$ cat config.mk
export PLATFORM = sky130hd
export DESIGN_NAME = dhc_color
export DESIGN_NICKNAME = d
export VERILOG_FILES = /design/src/sv/dhc_pkg.sv /design/src/sv/dhc_color.sv
export VERILOG_INCLUDE_DIRS = /design/src /design/src/sv
export SDC_FILE = /design/constraint.sdc
export NUM_CORES = 1
export LEC_CHECK = 0
export ABC_AREA = 1
export BUFFER_PORTS_ARGS = -buffer_cell sky130_fd_sc_hd__buf_2
export CORE_MARGIN = 5
export CORE_UTILIZATION = 48
export CTS_BUF_LIST = sky130_fd_sc_hd__clkbuf_4 sky130_fd_sc_hd__clkbuf_8 sky130_fd_sc_hd__clkbuf_16
export DETAILED_ROUTE_END_ITERATION = 10
export GPL_ROUTABILITY_DRIVEN = 0
export PLACE_DENSITY = 0.72
export REMOVE_ABC_BUFFERS = 1
export SLEW_MARGIN = 20
export SYNTH_ARGS = -nofsm -noshare
export SYNTH_HDL_FRONTEND = slang
export SYNTH_SLANG_ARGS = --single-unit
$ cat constraint.sdc
create_clock -name clk -period 6.1 [get_ports clk]
set_input_delay 0.61 -clock clk [delete_from_list [all_inputs] [get_ports clk]]
set_output_delay 0.61 -clock clk [all_outputs]
set_load 0.01 [all_outputs]
$ cat src/sv/direction_hue_color_macros.svh
// assertion macros for the direction-to-hue color block
// used by modules that need clk and rst_n in scope; no other dependencies
`ifndef DIRECTION_HUE_COLOR_MACROS_SVH
`define DIRECTION_HUE_COLOR_MACROS_SVH

// condition implies consequence in the same cycle
`define DHC_ASSERT_SAME(lbl, ante, cons, msg) \
    lbl: assert property (@(posedge clk) disable iff (!rst_n) (ante) |-> (cons)) \
        else $error(msg);

// condition implies consequence in the next cycle
`define DHC_ASSERT_NEXT(lbl, ante, cons, msg) \
    lbl: assert property (@(posedge clk) disable iff (!rst_n) (ante) |=> (cons)) \
        else $error(msg);

`endif

$ cat src/sv/dhc_pkg.sv
// shared types, constants and functions for the direction-to-hue color block
// no dependencies
`timescale 1ns / 1ps

package dhc_pkg;

    // cordic configuration
    localparam int CORDIC_STAGES = 16;
    localparam int TABLE_LEN     = 24;
    localparam int NUM_STAGES    = (CORDIC_STAGES < TABLE_LEN) ? CORDIC_STAGES : TABLE_LEN;
    localparam int IDX_W         = $clog2(TABLE_LEN);

    // datapath widths
    localparam int IN_W  = 16;
    localparam int XY_W  = 20;
    localparam int Z_W   = 34;
    localparam int PH_W  = 16;
    localparam int OUT_W = 13;

    // prep stage, cordic cells, phase stage, color stage
    localparam int PIPE_DEPTH = NUM_STAGES + 3;

    // phase and color constants
    localparam logic [PH_W-1:0]  HALF_TURN_PHASE = 16'd32768;
    localparam logic [PH_W-1:0]  THIRD_TWO       = 16'd21845;
    localparam logic [PH_W-1:0]  THIRD_FOUR      = 16'd43690;
    localparam logic [OUT_W-1:0] FULL_OUT        = 13'd4096;
    localparam logic signed [Z_W-1:0] QUARTER_TURN = 34'sh0_4000_0000;
    localparam logic [Z_W-1:0]   ROUND_HALF      = 34'h0_0000_8000;

    // color mode codes
    localparam logic MODE_WHITE = 1'b0;
    localparam logic MODE_HUE   = 1'b1;

    typedef struct packed {
        logic signed [IN_W-1:0] vec_x;
        logic signed [IN_W-1:0] vec_y;
    } vec_beat_t;

    typedef struct packed {
        logic [OUT_W-1:0] red;
        logic [OUT_W-1:0] green;
        logic [OUT_W-1:0] blue;
    } color_beat_t;

    // payload carried along the cordic chain
    typedef struct packed {
        logic                   zero;
        logic signed [XY_W-1:0] x;
        logic signed [XY_W-1:0] y;
        logic signed [Z_W-1:0]  z;
    } cordic_data_t;

    // atan(2^-i) with one half-turn = 2^31
    function automatic logic signed [Z_W-1:0] atan_entry(input logic [IDX_W-1:0] idx);
        logic [31:0] v;
        begin
            case (idx)
                5'd0:    v = 32'h20000000;
                5'd1:    v = 32'h12E4051E;
                5'd2:    v = 32'h09FB385B;
                5'd3:    v = 32'h051111D4;
                5'd4:    v = 32'h028B0D43;
                5'd5:    v = 32'h0145D7E1;
                5'd6:    v = 32'h00A2F61E;
                5'd7:    v = 32'h00517C55;
                5'd8:    v = 32'h0028BE53;
                5'd9:    v = 32'h00145F2F;
                5'd10:   v = 32'h000A2F98;
                5'd11:   v = 32'h000517CC;
                5'd12:   v = 32'h00028BE6;
                5'd13:   v = 32'h000145F3;
                5'd14:   v = 32'h0000A2FA;
                5'd15:   v = 32'h0000517D;
                5'd16:   v = 32'h000028BE;
                5'd17:   v = 32'h0000145F;
                5'd18:   v = 32'h00000A30;
                5'd19:   v = 32'h00000518;
                5'd20:   v = 32'h0000028C;
                5'd21:   v = 32'h00000146;
                5'd22:   v = 32'h000000A3;
                5'd23:   v = 32'h00000051;
                default: v = 32'h00000000;
            endcase
            return signed'({{(Z_W-32){1'b0}}, v});
        end
    endfunction

    // triangle fold of a phase, rounded to q1.12
    function automatic logic [OUT_W-1:0] fold_out(input logic [PH_W-1:0] q);
        logic [PH_W:0]   qf;
        logic [PH_W+1:0] r;
        begin
            if (q > HALF_TURN_PHASE)
                qf = 17'h10000 - {1'b0, q};
            else
                qf = {1'b0, q};
            r = {1'b0, qf} + 18'd4;
            return r[OUT_W+2:3];
        end
    endfunction

endpackage

$ cat src/sv/dhc_color.sv
// back end: rounds the angle to a phase, then folds it into rgb, or gives full white in white mode
// depends on dhc_pkg and direction_hue_color_macros.svh
`timescale 1ns / 1ps
`include "direction_hue_color_macros.svh"

module dhc_color (
    input  logic                  clk,
    input  logic                  rst_n,
    input  logic                  color_mode,
    input  logic                  in_valid,
    input  dhc_pkg::cordic_data_t in_data,
    output logic                  done,
    output dhc_pkg::color_beat_t  color
);
    import dhc_pkg::*;

    logic              ph_valid_reg;
    logic [PH_W-1:0]   phase_reg;
    logic [PH_W-1:0]   phase_next;
    logic [Z_W-1:0]    zr;

    logic              done_reg;
    color_beat_t       color_reg;
    color_beat_t       color_next;

    // angle rounded half up, offset by a half-turn
    always_comb
    begin
        zr = unsigned'(in_data.z) + ROUND_HALF;
        if (in_data.zero)
            phase_next = HALF_TURN_PHASE;
        else
            phase_next = zr[31:16] ^ HALF_TURN_PHASE;
    end

    // three folds a third of a turn apart, or full white in white mode
    always_comb
    begin
        if (color_mode == MODE_HUE)
        begin
            color_next.red   = fold_out(phase_reg);
            color_next.green = fold_out(phase_reg + THIRD_TWO);
            color_next.blue  = fold_out(phase_reg + THIRD_FOUR);
        end
        else
        begin
            color_next.red   = FULL_OUT;
            color_next.green = FULL_OUT;
            color_next.blue  = FULL_OUT;
        end
    end

    // beat valids
    always_ff @(posedge clk or negedge rst_n)
    begin
        if (!rst_n)
        begin
            ph_valid_reg <= 1'b0;
            done_reg     <= 1'b0;
        end
        else
        begin
            ph_valid_reg <= in_valid;
            done_reg     <= ph_valid_reg;
        end
    end

    // payload
    always_ff @(posedge clk)
    begin
        phase_reg <= phase_next;
        color_reg <= color_next;
    end

    assign done  = done_reg;
    assign color = color_reg;

    // checks
    `DHC_ASSERT_NEXT(a_done_follows_phase, ph_valid_reg, done_reg, "phase beat lost")
    `DHC_ASSERT_SAME(a_white_full, done_reg && (color_mode == MODE_WHITE),
        (color_reg.red == FULL_OUT) && (color_reg.green == FULL_OUT) &&
        (color_reg.blue == FULL_OUT), "white mode not full")
    `DHC_ASSERT_SAME(a_color_range, done_reg,
        (color_reg.red <= FULL_OUT) && (color_reg.green <= FULL_OUT) &&
        (color_reg.blue <= FULL_OUT), "channel above full scale")

endmodule
==> impl_metrics.yaml <==
pwr:
  vdd_ir_drop_max_uv: 109
  power_density_nw_per_um2: 204
  p_clk_share_pct: 28.7
  p_sw_share_pct: 38.0
  pwr-share-comb_pct: 33.6
  switching_power_mw: 0.441
  p_int_mw: 0.720
  p_leak_nw: 2.90
  p_seq_share_pct: 37.7
detailed_routing:
  via_per_inst: 5.06
  first_pass_iters: 4
  wl_mm: 12.9
  drc: 0
  drt-initial-drc-count: 318
  num_vias: 5408
  wire_per_inst_microns: 12.0
  route.antenna.remaining_nets: 0
clocking:
  cts_tree: "yes"
  cts_buffers: 9
  cts_max_level: 3
  clockRootBuffer: "clkbuf_8"
  clkLatencyLatePin_ns: 0.34
  path_clk_slew_ns: 0.07
  cts_resized: 0
  post_cts_buffers: 0
  clk_path_buf_depth: 2
  clock_sinks: 57
  ctsHoldBuffers: 0
die:
  die_area_sq_um: 12900
  num_rows: 37
  die_h_microns: 114
  die_x_microns: 114
  core_area_sq_um: 10400
  start_util_pct: 49.5
  ios: 119
layout:
  multi_input_area_sq_um: 3470
  largest_reg_flops: 39
  n_fill_cell: 1138
  final_cells: 1068
  regArea_sq_um: 1150
  antenna_cells: 0
  drive_gt1_share_pct: 16.8
  layout.nets: 1017
  area_growth_pct: 10.2
critical_path:
  cp-end-kind: "register"
  critPathKind: "register to register"
  worst-endpoint-arrival_ns: 3.87
  required_ns: 6.34
  crit_fanout: 16
  crit_path_start_kind: "register"
logic_synthesis:
  synth.avg_cell_area_sq_um: 5.90
  ys_seq_area_share_pct: 22.3
  synthMuxAreaShare_pct: 0
  netlist_instances: 874
  yosys.area_share.simple_pct: 49.6
  ys_seq_elements: 57
  synth_compound_area_share_pct: 9.46
  synthAdderAreaFrac_pct: 2.67
  synth_xor_area_share_pct: 5.58
  synth_edf_count: 0
  async_flop_share_pct: 3.51
  synth_ff_type: "dfxtp_1"
  synth_top_family_by_area: "simple AND/OR/NAND/NOR gates"
  netlist_area_sq_um: 5160
  yosys_warnings: 0
  synth_cell_types: 45
placed_design:
  placed_cells: 1052
  dp_hpwl_mm: 9.80
  portBuffers: 61
global_route:
  antenna_found_initial: 0
  grt_max_degree: 30
  grt_pass1_vias: 4990
  grt_pass1_wl_mm: 22.1
  grtUsageTotal_pct: 20.6
  grt_remaining_overflow: 0
sta:
  rsz0062_at_grt: "no"
  fin_tns_setup_ns: 0
  hold_violations: 0
  post-route-period-util_pct: 59.4
  tightest_slew_ns: 0.730
  clock_skew_ns: 0.00842
  max_freq_ghz: 0.276
  whs_ns: 0.0436
  setup_violations: 0
  relSlewSlack_pct: 51.3
  period_needed_ns: 3.62
  slew_viol_final: 0
outcome:
  outcome: "complete, no violations"
job:
  cap_viol_max_count: 0
hold_path:
  worst_hold_path_type: "input pin to async pin"
==> cell type report <==
| class | instances | share of cell area (%) |
|---|---|---|
| inverters | 106 | 7.17 |
| clock buffers | 13 | 2.93 |
| multi-input cells | 692 | 61.0 |
| repair buffers | 61 | 5.37 |
| clock inverters | 3 | 0.264 |
| well taps | 136 | 2.99 |
| flip-flops and latches | 57 | 20.2 |
==> path summary, 6_finish.rpt <==
| kind | end | slack, ns | depth (start not counted) | start |
|---|---|---|---|---|
| setup / recovery | color[22] | 2.48 | 20 | phase_reg[8] |
| hold / removal | ph_valid_reg | 0.04 | 1 | rst_n |
| setup reg to reg | color[22] | 2.48 | 20 | phase_reg[8] |
| hold reg to reg | done | 0.36 | 0 | ph_valid_reg |
| max in group asynchronous | done | 5.96 | 1 | rst_n |
| min in group clk | done | 0.36 | 0 | ph_valid_reg |
==> placed cells by master (no fill, tap or decap), types with 3 or more instances in the layout <==
cell,count
ha_1,11
xor2_1,21
o21ai_0,31
inv_2,16
inv_4,4
a21oi_1,40
nand2_1,258
clkbuf_8,11
nand4_1,15
buf_2,61
nand3_1,92
nand2_4,11
nor3_1,21
nor2_4,7
inv_1,85
clkinv_2,3
o21a_1,3
nand2_2,20
nor2_2,10
xnor2_1,5
dfxtp_1,55
nor2_1,124
==> worst max-delay path: stages, from the launching register on <==
cell and delay [ns]:
dfxtp_1 0.66, clkinv_1 0.45, nand3_1 0.23, nor2_1 0.05, nand2_1 0.08, nand3_1 0.11
nand2_4 0.22, nand2_1 0.09, nor2_2 0.16, nand3_4 0.16, nand2_4 0.21, nand2_1 0.09
nand2_2 0.12, ha_1 0.18, nand2_1 0.07, nor2_1 0.18, nand2_1 0.12, nor2_1 0.17
nand2_1 0.07, nand2_1 0.05, nor2_1 0.04
==> Yosys cell counts, types with 2 or more instances <==
library cell	instances	area (sq um)
nand2_1	258	968
nor2_1	124	465
nand3_1	92	460
inv_1	85	319
dfxtp_1	55	1100
a21oi_1	40	200
o21ai_0	31	155
nor3_1	21	105
xor2_1	21	184
nand2_2	20	125
inv_2	16	60.1
nand4_1	15	93.8
ha_1	11	138
nand2_4	11	124
nor2_2	10	62.6
buf_2	7	35.0
nor2_4	7	78.8
buf_4	5	37.5
xnor2_1	5	43.8
inv_4	4	25.0
clkbuf_1	3	11.3
o21a_1	3	22.5
a21boi_0	2	15.0
a21oi_2	2	17.5
buf_6	2	22.5
dfrtp_1	2	50.1
nand3_4	2	35.0
nor4_1	2	12.5
o21bai_1	2	15.0
==> metrics by stage <==
stage	power, mW	cell area [sq um]	setup WS (ns)	utilization [%]
after CTS	1.17	5690	2.53	54.6
final	1.16	5690	2.48	54.6
after floorplan	0.732	5030	3.11	-
after global routing	1.25	5690	2.09	54.6
after global placement	0.831	5510	2.57	52.9
after detailed placement	0.835	5510	2.54	52.9
==> power by group through the flow <==
stage | Sequential [mW] | Combinational, mW | Clock (mW)
2_1_floorplan | 0.458 | 0.274 | 0
3_3_place_gp | 0.445 | 0.386 | 0
3_5_place_dp | 0.446 | 0.389 | 0
4_1_cts | 0.438 | 0.391 | 0.344
5_1_grt | 0.443 | 0.445 | 0.360
6_report | 0.438 | 0.390 | 0.333
==> cells by family (layout without fill, tap and decap cells) <==
group                    Yosys count  in the layout
AND/OR/NAND/NOR                  565            565
AO/OA/AOI/OAI                     87             87
XOR/XNOR                          29             29
adder cells (fa/ha/maj)           11             11
flip-flops                        57             57
buffers and inverters            125            183
==> routing by layer <==
layer	vias to the layer above	track usage [%]	part of all wire (%)
met4	0	7.13	2.3
met2	141	35.8	47
li1	2887	-	-
met1	2351	25.3	44
met5	-	0	0
met3	29	4.19	6.2
No activity file was read; power rests on OpenSTA's default activity.
