[src/sv/direction_hue_color_macros.svh]
// assertion macros for the direction-to-hue color block
// used by modules that need clk and rst_n in scope; no other dependencies
`ifndef DIRECTION_HUE_COLOR_MACROS_SVH
`define DIRECTION_HUE_COLOR_MACROS_SVH

// condition implies consequence in the same cycle
`define DHC_ASSERT_SAME(lbl, ante, cons, msg) \
    lbl: assert property (@(posedge clk) disable iff (!rst_n) (ante) |-> (cons)) \
        else $error(msg);

// condition implies consequence in the next cycle
`define DHC_ASSERT_NEXT(lbl, ante, cons, msg) \
    lbl: assert property (@(posedge clk) disable iff (!rst_n) (ante) |=> (cons)) \
        else $error(msg);

`endif

[src/sv/dhc_pkg.sv]
// shared types, constants and functions for the direction-to-hue color block
// no dependencies
`timescale 1ns / 1ps

package dhc_pkg;

    // cordic configuration
    localparam int CORDIC_STAGES = 16;
    localparam int TABLE_LEN     = 24;
    localparam int NUM_STAGES    = (CORDIC_STAGES < TABLE_LEN) ? CORDIC_STAGES : TABLE_LEN;
    localparam int IDX_W         = $clog2(TABLE_LEN);

    // datapath widths
    localparam int IN_W  = 16;
    localparam int XY_W  = 20;
    localparam int Z_W   = 34;
    localparam int PH_W  = 16;
    localparam int OUT_W = 13;

    // prep stage, cordic cells, phase stage, color stage
    localparam int PIPE_DEPTH = NUM_STAGES + 3;

    // phase and color constants
    localparam logic [PH_W-1:0]  HALF_TURN_PHASE = 16'd32768;
    localparam logic [PH_W-1:0]  THIRD_TWO       = 16'd21845;
    localparam logic [PH_W-1:0]  THIRD_FOUR      = 16'd43690;
    localparam logic [OUT_W-1:0] FULL_OUT        = 13'd4096;
    localparam logic signed [Z_W-1:0] QUARTER_TURN = 34'sh0_4000_0000;
    localparam logic [Z_W-1:0]   ROUND_HALF      = 34'h0_0000_8000;

    // color mode codes
    localparam logic MODE_WHITE = 1'b0;
    localparam logic MODE_HUE   = 1'b1;

    typedef struct packed {
        logic signed [IN_W-1:0] vec_x;
        logic signed [IN_W-1:0] vec_y;
    } vec_beat_t;

    typedef struct packed {
        logic [OUT_W-1:0] red;
        logic [OUT_W-1:0] green;
        logic [OUT_W-1:0] blue;
    } color_beat_t;

    // payload carried along the cordic chain
    typedef struct packed {
        logic                   zero;
        logic signed [XY_W-1:0] x;
        logic signed [XY_W-1:0] y;
        logic signed [Z_W-1:0]  z;
    } cordic_data_t;

    // atan(2^-i) with one half-turn = 2^31
    function automatic logic signed [Z_W-1:0] atan_entry(input logic [IDX_W-1:0] idx);
        logic [31:0] v;
        begin
            case (idx)
                5'd0:    v = 32'h20000000;
                5'd1:    v = 32'h12E4051E;
                5'd2:    v = 32'h09FB385B;
                5'd3:    v = 32'h051111D4;
                5'd4:    v = 32'h028B0D43;
                5'd5:    v = 32'h0145D7E1;
                5'd6:    v = 32'h00A2F61E;
                5'd7:    v = 32'h00517C55;
                5'd8:    v = 32'h0028BE53;
                5'd9:    v = 32'h00145F2F;
                5'd10:   v = 32'h000A2F98;
                5'd11:   v = 32'h000517CC;
                5'd12:   v = 32'h00028BE6;
                5'd13:   v = 32'h000145F3;
                5'd14:   v = 32'h0000A2FA;
                5'd15:   v = 32'h0000517D;
                5'd16:   v = 32'h000028BE;
                5'd17:   v = 32'h0000145F;
                5'd18:   v = 32'h00000A30;
                5'd19:   v = 32'h00000518;
                5'd20:   v = 32'h0000028C;
                5'd21:   v = 32'h00000146;
                5'd22:   v = 32'h000000A3;
                5'd23:   v = 32'h00000051;
                default: v = 32'h00000000;
            endcase
            return signed'({{(Z_W-32){1'b0}}, v});
        end
    endfunction

    // triangle fold of a phase, rounded to q1.12
    function automatic logic [OUT_W-1:0] fold_out(input logic [PH_W-1:0] q);
        logic [PH_W:0]   qf;
        logic [PH_W+1:0] r;
        begin
            if (q > HALF_TURN_PHASE)
                qf = 17'h10000 - {1'b0, q};
            else
                qf = {1'b0, q};
            r = {1'b0, qf} + 18'd4;
            return r[OUT_W+2:3];
        end
    endfunction

endpackage

[src/sv/dhc_cell.sv]
// one cordic vectoring cell: one micro-rotation, registered
// depends on dhc_pkg
`timescale 1ns / 1ps

module dhc_cell (
    input  logic                       clk,
    input  logic                       rst_n,
    input  logic [dhc_pkg::IDX_W-1:0]  stage_idx,
    input  logic                       in_valid,
    input  dhc_pkg::cordic_data_t      in_data,
    output logic                       out_valid,
    output dhc_pkg::cordic_data_t      out_data
);
    import dhc_pkg::*;

    logic         valid_reg;
    cordic_data_t data_reg;
    cordic_data_t data_next;

    logic signed [XY_W-1:0] sx;
    logic signed [XY_W-1:0] sy;
    logic signed [Z_W-1:0]  ang;

    // rotate toward the x axis
    always_comb
    begin
        sx  = in_data.x >>> stage_idx;
        sy  = in_data.y >>> stage_idx;
        ang = atan_entry(stage_idx);
        data_next.zero = in_data.zero;
        if (!in_data.y[XY_W-1])
        begin
            data_next.x = in_data.x + sy;
            data_next.y = in_data.y - sx;
            data_next.z = in_data.z + ang;
        end
        else
        begin
            data_next.x = in_data.x - sy;
            data_next.y = in_data.y + sx;
            data_next.z = in_data.z - ang;
        end
    end

    // beat valid
    always_ff @(posedge clk or negedge rst_n)
    begin
        if (!rst_n)
            valid_reg <= 1'b0;
        else
            valid_reg <= in_valid;
    end

    // payload
    always_ff @(posedge clk)
    begin
        data_reg <= data_next;
    end

    assign out_valid = valid_reg;
    assign out_data  = data_reg;

endmodule

[config.mk]
export PLATFORM = sky130hd
export DESIGN_NAME = dhc_cell
export DESIGN_NICKNAME = d
export VERILOG_FILES = /design/src/sv/direction_hue_color_macros.svh /design/src/sv/dhc_pkg.sv /design/src/sv/dhc_cell.sv
export SDC_FILE = /design/constraint.sdc
export NUM_CORES = 1
export LEC_CHECK = 0
export BUFFER_PORTS_ARGS = -buffer_cell sky130_fd_sc_hd__clkbuf_2
export CORE_ASPECT_RATIO = 0.5
export CORE_MARGIN = 4
export CORE_UTILIZATION = 55
export DETAILED_ROUTE_END_ITERATION = 8
export HOLD_SLACK_MARGIN = 0.03
export PLACE_DENSITY_LB_ADDON = 0.08
export SLEW_MARGIN = 20
export SYNTH_ARGS = -nofsm -noshare
export SYNTH_HDL_FRONTEND = slang
export SYNTH_SLANG_ARGS = --single-unit
[constraint.sdc]
create_clock -name clk -period 0.8 [get_ports clk]
set_clock_uncertainty 0.1 [all_clocks]
set_input_delay 0 -clock clk [delete_from_list [all_inputs] [get_ports clk]]
set_output_delay 0 -clock clk [all_outputs]
set_load 0.02 [all_outputs]
==> flow_metrics.env, run 1 <==
export IMPL_synth_top_family_by_area="compound AO/OA/AOI/OAI gates"
export IMPL_syn_area_mm2=0.00972
export IMPL_synth_cells=1189
export IMPL_synth_nets=1357
export IMPL_ys_seq_elements=76
export IMPL_portBuffers=158
export IMPL_synth_adder_area_share=0.112
export IMPL_synth_xor_area_share=0.101
export IMPL_grt_start_max_net_pins=38
export IMPL_synth_seq_area_share=0.157
export IMPL_synth_cell_types=89
export IMPL_grt_use_total=0.737
export IMPL_num_rows=34
export IMPL_postSynthAreaPerCell_um2=8.17
export IMPL_cts_sinks=76
export IMPL_synthMuxAreaShare=0.150
export IMPL_synth_simple_area_share=0.182
export IMPL_synth_flop_cell="dfxtp_1"
export IMPL_root_buffer="clkbuf_16"
export IMPL_grt_pass1_wl_um=113000
export IMPL_status="aborted with a tool error"
export IMPL_yosys_warnings=0
export IMPL_cts_buffers=9
export IMPL_place_area_mm2=0.0143
export IMPL_start_util=0.560
export IMPL_cts_max_path_buffers=2
export IMPL_die_x_um=196
export IMPL_grt_pass1_vias=18641
export IMPL_synthArstFlopShare=0.0132
export IMPL_cts_htree_levels=3
export IMPL_place_gp_congestion=1.05
export IMPL_error_line="[ERROR GRT-0116] Global routing finished with congestion. Check the congestion regions in the DRC Viewer."
export IMPL_grt_ovfl_total=25
export IMPL_fp_dieH_um=102
export IMPL_io_pins=159
export IMPL_synth_compound_area_frac=0.242
export IMPL_synth_edf_count=0
export IMPL_dp_hpwl_um=31600
export IMPL_lastStage="global routing"
## kinds of logic after synthesis
family                     after synthesis
and+or+nand+nor                        363
AOI/OAI and AO/OA                      358
xor gates and xnor gates               112
buffers and inverters                  100
muxes                                   95
adders and majority gates               85
DFF                                     76
## repair_timing
action                     CTS
gates cloned                 3
hold endpoints to repair    14
hold buffers                 5
setup endpoints to repair  150
buffers inserted            98
resized for setup          390
pin swaps                  155
## cells in the mapped netlist, drive strengths merged, types with 7 or more instances
library cell	number	share of area
nor4	9	0.0064
a211oi	12	0.0093
buf	35	0.031
or3	10	0.0064
inv	34	0.013
o21ai	70	0.036
nand2b	15	0.0097
nand3	18	0.0093
a21oi	93	0.048
ha	82	0.11
nand2	103	0.040
nor2b	16	0.010
xor2	46	0.041
mux2i	49	0.051
or2	8	0.0052
a31oi	14	0.0090
a22oi	10	0.0077
o31ai	7	0.0054
a221oi	7	0.0070
o22ai	19	0.012
mux2	11	0.013
o21a	16	0.012
nor3	29	0.017
and2	12	0.0077
o211ai	11	0.0085
xnor2	66	0.059
a21o	22	0.017
clkbuf	28	0.011
nor2	108	0.042
mux4	35	0.086
dfxtp	75	0.15
a21boi	11	0.0085
o21bai	9	0.0070
## layer usage
metal | track usage | overflow
met1 | 0.693 | 1
met2 | 0.917 | 13
met3 | 0.615 | 0
met4 | 0.789 | 11
met5 | 0.301 | 0
## through the flow
step | cells | worst slack (ns) | hold slack, ns
after floorplan | 1189 | -3.45 | -0.396
after global placement | 1999 | -3.79 | -0.325
after detailed placement | 1999 | -4.04 | -0.322
after CTS | 2109 | -3.17 | -0.150
==> run 2, diff against run 1 <==
Settings changed: CORE_ASPECT_RATIO 0.5 to not set, CORE_UTILIZATION 55 to 40, HOLD_SLACK_MARGIN 0.03 to not set, PLACE_DENSITY_LB_ADDON 0.08 to 0.15.
==> flow_metrics.env, run 2 <==
export IMPL_preCtsSetupSlack_ns=-3.87
export IMPL_worstSetupPathType="primary input to flop"
export IMPL_period_needed_ns=3.98
export IMPL_syn_area_mm2=0.00972
export IMPL_yosys_area_top_type="dfxtp_1"
export IMPL_peakVddDrop_mv=1.46
export IMPL_die_x_um=164
export IMPL_crit_path_cell_trace="buf_8 > buf_6 > buf_4 > nor2b_1 > buf_4 > a21o_1 > o21ai_0 > nand4bb_4 > nor4_4 > buf_4 > a21oi_4 > xnor2_1 > ha_1 > buf_6 > buf_6 > a21oi_4 > o21ai_4 > or3_4 > o311ai_4 > buf_6 > o211ai_1 > a31o_2 > a21oi_2 > xnor2_1"
export IMPL_dieArea_mm2=0.0268
export IMPL_drc=0
export IMPL_cp_end_kind="flop"
export IMPL_power_frac_seq=0.195
export IMPL_synth_cells=1189
export IMPL_arrival_ns=4.17
export IMPL_design_area_mm2=0.0181
export IMPL_maxSlewViolCount=0
export IMPL_cp_slowest_stage_delay_ns=0.36
export IMPL_cts_tree="yes"
export IMPL_setup_violations=150
export IMPL_num_rows=56
export IMPL_final_cell_mix="buf_4, nand2_1, nor2_1"
export IMPL_root_buffer="clkbuf_16"
export IMPL_power_per_cell_area_mw_per_mm2=1800
export IMPL_critPathSlowestCell="or3_4"
export IMPL_crit_path_start_kind="primary input"
export IMPL_grt_pass1_wl_um=62900
export IMPL_rsz0062_at_grt="true"
export IMPL_io_pins=159
export IMPL_status="finished with violations"
export IMPL_worst_slew_pin_slew_ns=0.646
export IMPL_ys_seq_elements=76
export IMPL_cts_htree_levels=3
export IMPL_p_sw_mw=12.4
export IMPL_drtIter0Drc=716
export IMPL_seq_area_mm2=0.00162
export IMPL_fin_crit_sh=4.98
export IMPL_violations="hold timing, setup timing"
export IMPL_fin_ws_ns=-3.18
export IMPL_synthArstFlopShare=0.0132
export IMPL_synthTopCellsByCount="nor2_1, nand2_1, a21oi_1"
export IMPL_firstDrtPassIters=5
export IMPL_required_ns=0.98
export IMPL_dp_hpwl_um=29600
export IMPL_grt_ovfl_total=0
export IMPL_place_gp_congestion=0.988
export IMPL_grt_use_total=0.291
export IMPL_drive_gt1_frac=0.601
export IMPL_pwr_share_clk=0.153
export IMPL_cts_sinks=76
export IMPL_area_growth_pct=86.2
export IMPL_fin_worst_hold_slack_ns=-0.109
export IMPL_synth_nets=1357
export IMPL_n_antenna_cell=0
export IMPL_multi_input_area_mm2=0.00922
export IMPL_vias_per_cell=5.56
export IMPL_wl_per_cell_um=19.0
export IMPL_cap_violations=0
export IMPL_ctsHoldBuffers=5
export IMPL_total_power_mw=32.6
export IMPL_combPwrFrac=0.652
export IMPL_cp_buffers_inverters=8
export IMPL_cts_max_path_buffers=2
export IMPL_layout_commonest_cell="buf_4"
export IMPL_cts_buffers=9
export IMPL_postSynthAreaPerCell_um2=8.17
export IMPL_synth_seq_area_share=0.157
export IMPL_cts_reportedPaths_clkPinSlew_ns=0.07
export IMPL_max_slew_margin_rel=0.566
export IMPL_portBuffers=158
export IMPL_cp_common_cell="buf_6"
export IMPL_largest_reg_flops=75
export IMPL_postRouteAntennaNets=0
export IMPL_antenna_found_initial=0
export IMPL_worst_hold_path_type="primary input to flop"
export IMPL_nFillCells=1688
export IMPL_grt_pass1_vias=12261
export IMPL_yosysMostFrequentCell="nor2_1"
export IMPL_fp_coreArea_mm2=0.0237
export IMPL_synth_area_leaders="dfxtp_1, ha_1, xnor2_1"
export IMPL_hold_viol=7
export IMPL_nNetsFinal=2046
export IMPL_synth_flop_cell="dfxtp_1"
export IMPL_p_int_mw=20.2
export IMPL_drt_wl_total_um=41800
export IMPL_path_max_fanout=10
export IMPL_num_vias=12248
export IMPL_grt_start_max_net_pins=36
export IMPL_synth_top_area_frac=0.155
export IMPL_fp_dieH_um=164
export IMPL_power_leakage_nw=8.21
export IMPL_critPathTopFamily="buffers and inverters"
export IMPL_place_area_mm2=0.0145
export IMPL_swShare=0.379
export IMPL_synth_cell_types=89
export IMPL_synth_edf_count=0
export IMPL_start_util=0.410
export IMPL_fin_util=0.764
export IMPL_yosys_warnings=0
export IMPL_clock_fmax_mhz=251
-- run 2: power groups by stage --
stage / Sequential (mW) / Clock, mW / Combinational, mW
detailed placement: 5.57 / 0 / 15.1
CTS: 5.94 / 5.10 / 18.9
global placement: 5.54 / 0 / 15.0
floorplan: 7.35 / 0 / 6.83
finish: 6.35 / 4.98 / 21.3
global route: 6.51 / 5.26 / 22.6
-- run 2: cell families (layout without fill, tap and decap cells) --
logic type / after synthesis / after routing / share of synthesized area
AO/OA/AOI/OAI: 358 / 358 / 0.242
XOR/XNOR: 112 / 112 / 0.101
adder cells (fa/ha/maj): 85 / 85 / 0.112
buffers and inverters: 100 / 794 / 0.0564
flip-flops: 76 / 76 / 0.157
multiplexers: 95 / 95 / 0.150
AND/OR/NAND/NOR: 363 / 363 / 0.182
-- run 2: path summary, 6_finish.rpt --
check,from,endpoint,slack (ns),cells after the start
worst min-delay path,in_data[54],out_data[54],-0.11,4
worst max-delay path,stage_idx[2],out_data[33],-3.18,24
max in group asynchronous,rst_n,out_valid,0.11,3
min in group asynchronous,rst_n,out_valid,0.39,3
-- run 2: area by class of cell --
type,count,area share
clock inverter,6,0.00616
sequential,76,0.0895
multi-input combinational,1013,0.509
clock buffer,10,0.0127
inverter,37,0.00955
timing repair buffer,741,0.351
tap,319,0.0221
-- run 2: metrics by stage --
step,instances,setup TNS (ns)
CTS,2172,-191.58
floorplan,1189,-189.78
global placement,2094,-225.56
global route,2202,-204.55
detailed placement,2094,-228.52
finish,2202,-193.47
-- run 2: repair_timing --
| action | 4_1_cts | 5_1_grt |
|---|---|---|
| setup buffers | 56 | 48 |
| resized for setup | 421 | 261 |
| gates cloned | 2 | 0 |
| hold endpoints to repair | 14 | 5 |
| endpoints found under the setup margin | 150 | 150 |
| pin swaps | 99 | 129 |
-- run 2: routing by layer --
metal / vias up / global-route usage / share of wire
li1: 5810 / - / -
met1: 5834 / 0.350 / 0.39
met2: 467 / 0.530 / 0.51
met3: 137 / 0.0407 / 0.054
met4: 0 / 0.103 / 0.042
met5: - / 0 / 0
No activity file was read; power rests on OpenSTA's default activity.
