--- config.mk ---
export PLATFORM = sky130hd
export DESIGN_NAME = dhc_prep
export DESIGN_NICKNAME = d
export VERILOG_FILES = /design/src/sv/direction_hue_color_macros.svh /design/src/sv/dhc_pkg.sv /design/src/sv/dhc_prep.sv
export SDC_FILE = /design/constraint.sdc
export NUM_CORES = 1
export LEC_CHECK = 0
export ABC_CLOCK_PERIOD_IN_PS = 800
export BUFFER_PORTS_ARGS = -buffer_cell sky130_fd_sc_hd__buf_2
export CORE_ASPECT_RATIO = 1.2
export CORE_UTILIZATION = 41
export DETAILED_ROUTE_END_ITERATION = 16
export PLACE_DENSITY = 0.81
export SYNTH_ARGS = -nofsm -noshare
export SYNTH_HDL_FRONTEND = slang
export SYNTH_SLANG_ARGS = --single-unit
export TNS_END_PERCENT = 50
--- constraint.sdc ---
create_clock -name clk -period 0.8 [get_ports clk]
set_clock_uncertainty 0.15 [all_clocks]
set_input_delay 0.16 -clock clk [delete_from_list [all_inputs] [get_ports clk]]
set_output_delay 0.16 -clock clk [all_outputs]
set_load 0.01 [all_outputs]
--- src/sv/direction_hue_color_macros.svh ---
// assertion macros for the direction-to-hue color block
// used by modules that need clk and rst_n in scope; no other dependencies
`ifndef DIRECTION_HUE_COLOR_MACROS_SVH
`define DIRECTION_HUE_COLOR_MACROS_SVH

// condition implies consequence in the same cycle
`define DHC_ASSERT_SAME(lbl, ante, cons, msg) \
    lbl: assert property (@(posedge clk) disable iff (!rst_n) (ante) |-> (cons)) \
        else $error(msg);

// condition implies consequence in the next cycle
`define DHC_ASSERT_NEXT(lbl, ante, cons, msg) \
    lbl: assert property (@(posedge clk) disable iff (!rst_n) (ante) |=> (cons)) \
        else $error(msg);

`endif

--- src/sv/dhc_pkg.sv ---
// shared types, constants and functions for the direction-to-hue color block
// no dependencies
`timescale 1ns / 1ps

package dhc_pkg;

    // cordic configuration
    localparam int CORDIC_STAGES = 16;
    localparam int TABLE_LEN     = 24;
    localparam int NUM_STAGES    = (CORDIC_STAGES < TABLE_LEN) ? CORDIC_STAGES : TABLE_LEN;
    localparam int IDX_W         = $clog2(TABLE_LEN);

    // datapath widths
    localparam int IN_W  = 16;
    localparam int XY_W  = 20;
    localparam int Z_W   = 34;
    localparam int PH_W  = 16;
    localparam int OUT_W = 13;

    // prep stage, cordic cells, phase stage, color stage
    localparam int PIPE_DEPTH = NUM_STAGES + 3;

    // phase and color constants
    localparam logic [PH_W-1:0]  HALF_TURN_PHASE = 16'd32768;
    localparam logic [PH_W-1:0]  THIRD_TWO       = 16'd21845;
    localparam logic [PH_W-1:0]  THIRD_FOUR      = 16'd43690;
    localparam logic [OUT_W-1:0] FULL_OUT        = 13'd4096;
    localparam logic signed [Z_W-1:0] QUARTER_TURN = 34'sh0_4000_0000;
    localparam logic [Z_W-1:0]   ROUND_HALF      = 34'h0_0000_8000;

    // color mode codes
    localparam logic MODE_WHITE = 1'b0;
    localparam logic MODE_HUE   = 1'b1;

    typedef struct packed {
        logic signed [IN_W-1:0] vec_x;
        logic signed [IN_W-1:0] vec_y;
    } vec_beat_t;

    typedef struct packed {
        logic [OUT_W-1:0] red;
        logic [OUT_W-1:0] green;
        logic [OUT_W-1:0] blue;
    } color_beat_t;

    // payload carried along the cordic chain
    typedef struct packed {
        logic                   zero;
        logic signed [XY_W-1:0] x;
        logic signed [XY_W-1:0] y;
        logic signed [Z_W-1:0]  z;
    } cordic_data_t;

    // atan(2^-i) with one half-turn = 2^31
    function automatic logic signed [Z_W-1:0] atan_entry(input logic [IDX_W-1:0] idx);
        logic [31:0] v;
        begin
            case (idx)
                5'd0:    v = 32'h20000000;
                5'd1:    v = 32'h12E4051E;
                5'd2:    v = 32'h09FB385B;
                5'd3:    v = 32'h051111D4;
                5'd4:    v = 32'h028B0D43;
                5'd5:    v = 32'h0145D7E1;
                5'd6:    v = 32'h00A2F61E;
                5'd7:    v = 32'h00517C55;
                5'd8:    v = 32'h0028BE53;
                5'd9:    v = 32'h00145F2F;
                5'd10:   v = 32'h000A2F98;
                5'd11:   v = 32'h000517CC;
                5'd12:   v = 32'h00028BE6;
                5'd13:   v = 32'h000145F3;
                5'd14:   v = 32'h0000A2FA;
                5'd15:   v = 32'h0000517D;
                5'd16:   v = 32'h000028BE;
                5'd17:   v = 32'h0000145F;
                5'd18:   v = 32'h00000A30;
                5'd19:   v = 32'h00000518;
                5'd20:   v = 32'h0000028C;
                5'd21:   v = 32'h00000146;
                5'd22:   v = 32'h000000A3;
                5'd23:   v = 32'h00000051;
                default: v = 32'h00000000;
            endcase
            return signed'({{(Z_W-32){1'b0}}, v});
        end
    endfunction

    // triangle fold of a phase, rounded to q1.12
    function automatic logic [OUT_W-1:0] fold_out(input logic [PH_W-1:0] q);
        logic [PH_W:0]   qf;
        logic [PH_W+1:0] r;
        begin
            if (q > HALF_TURN_PHASE)
                qf = 17'h10000 - {1'b0, q};
            else
                qf = {1'b0, q};
            r = {1'b0, qf} + 18'd4;
            return r[OUT_W+2:3];
        end
    endfunction

endpackage

--- src/sv/dhc_prep.sv ---
// front stage: registers the vector, folds the left half-plane, flags zero
// depends on dhc_pkg
`timescale 1ns / 1ps

module dhc_prep (
    input  logic               clk,
    input  logic               rst_n,
    input  logic               take,
    input  dhc_pkg::vec_beat_t vec,
    output logic               valid,
    output dhc_pkg::cordic_data_t data
);
    import dhc_pkg::*;

    logic         valid_reg;
    cordic_data_t data_reg;
    cordic_data_t data_next;

    logic signed [XY_W-1:0] xe;
    logic signed [XY_W-1:0] ye;

    // pre-rotation by a quarter turn for negative x
    always_comb
    begin
        xe = XY_W'(vec.vec_x);
        ye = XY_W'(vec.vec_y);
        data_next.zero = (vec.vec_x == '0) && (vec.vec_y == '0);
        data_next.x    = xe;
        data_next.y    = ye;
        data_next.z    = '0;
        if (xe[XY_W-1])
        begin
            if (!ye[XY_W-1])
            begin
                data_next.x = ye;
                data_next.y = -xe;
                data_next.z = QUARTER_TURN;
            end
            else
            begin
                data_next.x = -ye;
                data_next.y = xe;
                data_next.z = -QUARTER_TURN;
            end
        end
    end

    // beat valid
    always_ff @(posedge clk or negedge rst_n)
    begin
        if (!rst_n)
            valid_reg <= 1'b0;
        else
            valid_reg <= take;
    end

    // payload
    always_ff @(posedge clk)
    begin
        data_reg <= data_next;
    end

    assign valid = valid_reg;
    assign data  = data_reg;

endmodule

==> flow_metrics.env, run 1 <==
export IMPL_place_port_buffers=80
export IMPL_cpMaxStageDelayCell="or4_4"
export IMPL_cts_root_buf="clkbuf_8"
export IMPL_min_delay_start="vec[0]"
export IMPL_hpwl_um=4100
export IMPL_violations="hold timing, setup timing"
export IMPL_hold_path_end="data[54]"
export IMPL_crit_fanout=3
export IMPL_grt_max_degree=34
export IMPL_antenna_violating_nets_post_route=0
export IMPL_synth_area_leaders="dfxtp_1, buf_4, a21oi_1, xnor2_1, nor2_1"
export IMPL_gp_congestion=0.859
export IMPL_synth_top_cell_by_area="dfxtp_1"
export IMPL_synth_warnings=0
export IMPL_seq_area_frac_synth=0.415
export IMPL_power_density_mw_per_mm2=1530
export IMPL_synthTopCellsByCount="dfxtp_1, nor2_1, a21oi_1"
export IMPL_core_area_mm2=0.00497
export IMPL_cts_inserted_buffers=5
export IMPL_wl_per_cell_um=15.3
export IMPL_ys_types=35
export IMPL_crit_type="input pin to register"
export IMPL_worstSetupStartpointType="input pin"
export IMPL_die_x_um=67.9
export IMPL_final_hold_viol_count=1
export IMPL_dp_slack_ns=-1.10
export IMPL_ys_flop_type="dfxtp_1"
export IMPL_grt_usage=0.228
export IMPL_h_tree_depth=2
export IMPL_max_freq_mhz=626
export IMPL_vias=2273
export IMPL_gr_total_overflow=0
export IMPL_crit_arrival_ns=1.69
export IMPL_design_area_mm2=0.00381
export IMPL_crit_top_cell="or4_4"
export IMPL_async_flop_share=0.0227
export IMPL_hp_class="input pin to register"
export IMPL_cts_max_path_buffers=2
export IMPL_drtIter0Drc=125
export IMPL_drv_slew=0
export IMPL_avgViaCountPerCell=5.01
export IMPL_min_period_over_period=2.00
export IMPL_power_switching_share=0.289
export IMPL_rows=28
export IMPL_postPlaceCellArea_mm2=0.00300
export IMPL_irDropWorstVdd_uv=846
export IMPL_final_setup_worst_slack_ns=-0.797
export IMPL_synth_enable_flop_cells=0
export IMPL_seqPwrFrac=0.423
export IMPL_area_growth_pct=78.2
export IMPL_crit_chain="buf_8, or4_4, or4_4, or3_1, nand3_1"
export IMPL_worstPathRequired_ns=0.89
export IMPL_synth_seq_cells=44
export IMPL_synth_most_common_cell="dfxtp_1"
export IMPL_largest_reg_flops=43
export IMPL_cap_viol_max_count=0
export IMPL_fp_dieH_um=81.1
export IMPL_antenna_found_initial=0
export IMPL_setup_worst_path_end_class="register"
export IMPL_layout_min_cycle_time_ns=1.60
export IMPL_grt_pass1_vias=2066
export IMPL_ios=111
export IMPL_cts_tree="built"
export IMPL_clockPowerShare=0.302
export IMPL_rsz0062_at_grt="true"
export IMPL_cts_sinks=44
export IMPL_comb_power_share=0.276
export IMPL_wirelength_um=6940
export IMPL_internal_power_w=0.00415
export IMPL_syn_avg_cell_area_um2=8.38
export IMPL_drive_gt1_frac=0.553
export IMPL_cts_hold_buffers=2
export IMPL_whs_path_depth=3
export IMPL_grt_pass1_wl_um=9420
export IMPL_leakage_nw=1.72
export IMPL_slowest_delay_ns=0.54
export IMPL_start_util=0.430
export IMPL_diodes=0
export IMPL_synthesis_area_mm2=0.00214
export IMPL_outcome="complete, but fails checks"
export IMPL_yosysTopAreaCellShare=0.403
export IMPL_setup_viol_count_final=75
export IMPL_p_total_w=0.00584
export IMPL_hold_slack_ns=-0.0796
export IMPL_nets=430
export IMPL_clk_pin_slew_ns=0.09
export IMPL_synth_cells=255
export IMPL_drc=0
export IMPL_nFillCells=298
export IMPL_drt_pass1_iter_count=4
export IMPL_die_area_mm2=0.00551
export IMPL_p_sw_w=0.00168
==> layout make-up <==
cell class,instances,area [um2],share of cell area
flip-flops and latches,44,915,0.240
multi-input cells,188,1410,0.370
clock buffers,5,68.8,0.0181
repair buffers,145,1240,0.326
inverters,9,51.3,0.0135
clock inverters,3,46.3,0.0122
well taps,60,75.1,0.0197
==> per-stage QoR <==
step	std cells	setup TNS [ns]	hold slack, ns	utilization
finish	454	-22.32	-0.0796	0.765
global route	454	-24.98	-0.0810	0.765
CTS	448	-21.53	-0.0764	0.696
detailed placement	435	-21.71	-0.215	0.603
global placement	435	-20.98	-0.216	0.603
floorplan	288	-18.73	-0.286	-
==> worst max-delay path: cells and delay by family <==
family	cells	cell delay, ns
simple gates	4	1.43
buf+inv	1	0.10
==> cells in the final DEF, fill, tap and decap left out, types with 2 or more instances in the layout <==
master	n
dlygate4sd3_1	2
conb_1	34
a21oi_2	6
nor3_1	3
xnor2_1	15
clkbuf_8	5
nand3b_1	2
xnor2_2	2
a21oi_1	27
o41ai_4	3
nand2_1	6
o21ai_0	2
nor2_1	33
and3_1	2
nor2_4	2
or3_1	2
nand3_1	2
buf_6	46
a31oi_4	4
nor4_4	2
buf_2	40
ha_4	2
inv_6	2
inv_1	7
or4_4	3
nor3_4	2
buf_8	5
a41oi_2	3
buf_4	49
nor2_2	2
a31oi_1	3
o31ai_4	2
xor2_1	7
mux2i_1	2
o21ai_2	2
dfxtp_2	23
dfxtp_1	20
buf_12	3
==> power by group through the flow <==
stage,logic [W],clock network (W),registers (W)
after floorplan,0.000603,0,0.00257
final,0.00161,0.00176,0.00247
after detailed placement,0.00122,0,0.00246
after global placement,0.00119,0,0.00246
after CTS,0.00138,0.00177,0.00242
after global routing,0.00173,0.00185,0.00249
==> timing repair <==
action / 4_1_cts / 5_1_grt
endpoints found under the hold margin: 4 / 1
pin swaps: 42 / 33
setup buffers: 3 / 7
endpoints found under the setup margin: 75 / 76
resized for setup: 64 / 68
==> worst max path at each step <==
stage	start	to	slack [ns]	cells after the start
finish	vec[9]	data[68]	-0.80	5
global route	vec[9]	data[68]	-0.82	5
CTS	vec[9]	data[68]	-0.77	5
detailed placement	vec[9]	data[68]	-1.10	5
global placement	vec[9]	data[68]	-1.08	5
floorplan	vec[9]	data[68]	-0.95	4
==> logic make-up after synthesis <==
logic type	Yosys count	synth area share
AOI/OAI and AO/OA	53	0.143
other	1	0.00175
DFF	44	0.415
muxes	2	0.00937
buffers and inverters	56	0.155
xor gates and xnor gates	24	0.0984
and+or+nand+nor	73	0.167
adders and majority gates	2	0.0117
==> routing by layer <==
layer / routed length (um) / vias to the layer above / global-route usage
li1: - / 1069 / -
met1: 2490 / 1051 / 0.251
met4: 218 / 0 / 0.0938
met3: 482 / 21 / 0.0463
met5: 0 / - / 0
met2: 3750 / 132 / 0.415
(Power assumes the default switching activity.)
==> run 2, diff against run 1 <==
- REMOVE_ABC_BUFFERS: unset -> 1
==> run 2 against run 1 <==
Design area decreased by 0.59%. Routed wire length increased by 8.6%. Worst setup slack got worse by 0.022 ns. Final cell count decreased by 0.88%. Combinational power about the same. Count of clock-buffer cells in the layout increased by 3. The flow still finishes with violations (hold timing, setup timing).
==> flow_metrics.env, run 2 (same netlist as run 1, synthesis figures left out) <==
export IMPL_hpwl_um=3960
export IMPL_postPlaceCellArea_mm2=0.00280
export IMPL_largest_reg_flops=43
export IMPL_cts_sinks=44
export IMPL_cts_inserted_buffers=5
export IMPL_drtIter0Drc=147
export IMPL_wl_per_cell_um=16.7
export IMPL_crit_fanout=3
export IMPL_wirelength_um=7540
export IMPL_power_density_mw_per_mm2=1460
export IMPL_area_growth_pct=77.1
export IMPL_gp_congestion=0.817
export IMPL_hold_slack_ns=-0.0403
export IMPL_wl_met1_um=2730
export IMPL_fp_dieH_um=81.1
export IMPL_nets=426
export IMPL_worstSetupStartpoint="vec[9]"
export IMPL_wl_met2_um=3900
export IMPL_max_freq_mhz=617
export IMPL_violations="hold timing, setup timing"
export IMPL_crit_arrival_ns=1.71
export IMPL_leakage_nw=1.70
export IMPL_drive_gt1_frac=0.556
export IMPL_final_hold_viol_count=2
export IMPL_irDropWorstVdd_uv=765
export IMPL_antenna_found_initial=0
export IMPL_grt_pass1_wl_um=10000
export IMPL_start_util=0.430
export IMPL_rsz0062_at_grt="true"
export IMPL_avgViaCountPerCell=5.24
export IMPL_route_met3_wl_um=586
export IMPL_drc=0
export IMPL_core_area_mm2=0.00497
export IMPL_hold_path_end="data[54]"
export IMPL_dp_cells=427
export IMPL_diodes=0
export IMPL_cts_hold_buffers=2
export IMPL_tns_ns=-22.88
export IMPL_layout_min_cycle_time_ns=1.62
export IMPL_worstPathRequired_ns=0.89
export IMPL_cts_root_buf="clkbuf_8"
export IMPL_cpMaxStageDelayCell="or4_4"
export IMPL_crit_chain="buf_6, or4_4, or4_4, or3_1, nand3_1"
export IMPL_grt_max_degree=36
export IMPL_cts_tree="built"
export IMPL_crit_buf_inv=1
export IMPL_rows=28
export IMPL_h_tree_depth=2
export IMPL_worst_path_stages=5
export IMPL_die_area_mm2=0.00551
export IMPL_place_port_buffers=80
export IMPL_hp_class="input pin to register"
export IMPL_vias=2358
export IMPL_slowest_delay_ns=0.55
export IMPL_antenna_violating_nets_post_route=0
export IMPL_layout_cells_non_filler=450
export IMPL_clk_pin_slew_ns=0.08
export IMPL_cap_viol_max_count=0
export IMPL_outcome="complete, but fails checks"
export IMPL_whs_path_depth=3
export IMPL_p_total_w=0.00551
export IMPL_gr_total_overflow=0
export IMPL_final_cell_mix="buf_4, buf_2, buf_6"
export IMPL_grt_pass1_vias=2169
export IMPL_cts_max_path_buffers=2
export IMPL_drv_slew=0
export IMPL_nFillCells=314
export IMPL_setup_worst_path_end_class="register"
export IMPL_drt_pass1_iter_count=4
export IMPL_crit_family="simple AND/OR/NAND/NOR gates"
export IMPL_crit_type="input pin to register"
export IMPL_grt_usage=0.243
export IMPL_ios=111
export IMPL_worstSetupStartpointType="input pin"
export IMPL_crit_top_cell="or4_4"
export IMPL_final_common_cell="buf_4"
export IMPL_top_layer_used="met4"
export IMPL_die_x_um=67.9
export IMPL_min_period_over_period=2.02
export IMPL_final_setup_worst_slack_ns=-0.820
export IMPL_setup_viol_count_final=75
export IMPL_design_area_mm2=0.00378
export IMPL_min_delay_start="vec[0]"
run 2: final cells by class:
class | count | area [um2] | area share
Tap cell | 60 | 75.1 | 0.0198
Inverter | 9 | 43.8 | 0.0116
Clock buffer | 8 | 90.1 | 0.0238
Sequential cell | 44 | 911 | 0.241
Multi-Input combinational cell | 188 | 1470 | 0.388
Timing Repair Buffer | 141 | 1200 | 0.316
run 2: timing repair:
item	in CTS	in global routing
gates resized for setup	104	56
hold endpoints to repair	4	1
pin swaps	49	21
setup buffers	5	8
setup endpoints to repair	76	77
run 2: stage by stage:
| step | setup WS (ns) | utilization |
|---|---|---|
| 5_1_grt | -0.816 | 0.761 |
| 4_1_cts | -0.769 | 0.691 |
| 3_5_place_dp | -1.10 | 0.562 |
| 3_3_place_gp | -1.07 | 0.562 |
| 6_report | -0.820 | 0.761 |
| 2_1_floorplan | -0.950 | - |
run 2: worst max-delay path by stage:
stage / to
final: data[68]
after global routing: data[68]
after CTS: data[68]
after detailed placement: data[66]
after global placement: data[68]
after floorplan: data[68]
run 2: tightest hold or removal path: stages:
cell and delay, ns:
buf_8 0.08, nand2_1 0.05, o21ai_0 0.08
run 2: where the power goes:
part	total [W]	leakage [nW]	internal (W)	switching, W
logic	0.00163	1.28	0.000795	0.000838
registers	0.00245	0.374	0.00239	0.0000652
clock network	0.00143	0.0455	0.000705	0.000721
run 2: routing by layer:
layer	vias up	global-route usage
li1	1066	-
met1	1110	0.266
met2	152	0.431
met3	30	0.0562
met4	0	0.119
met5	-	0
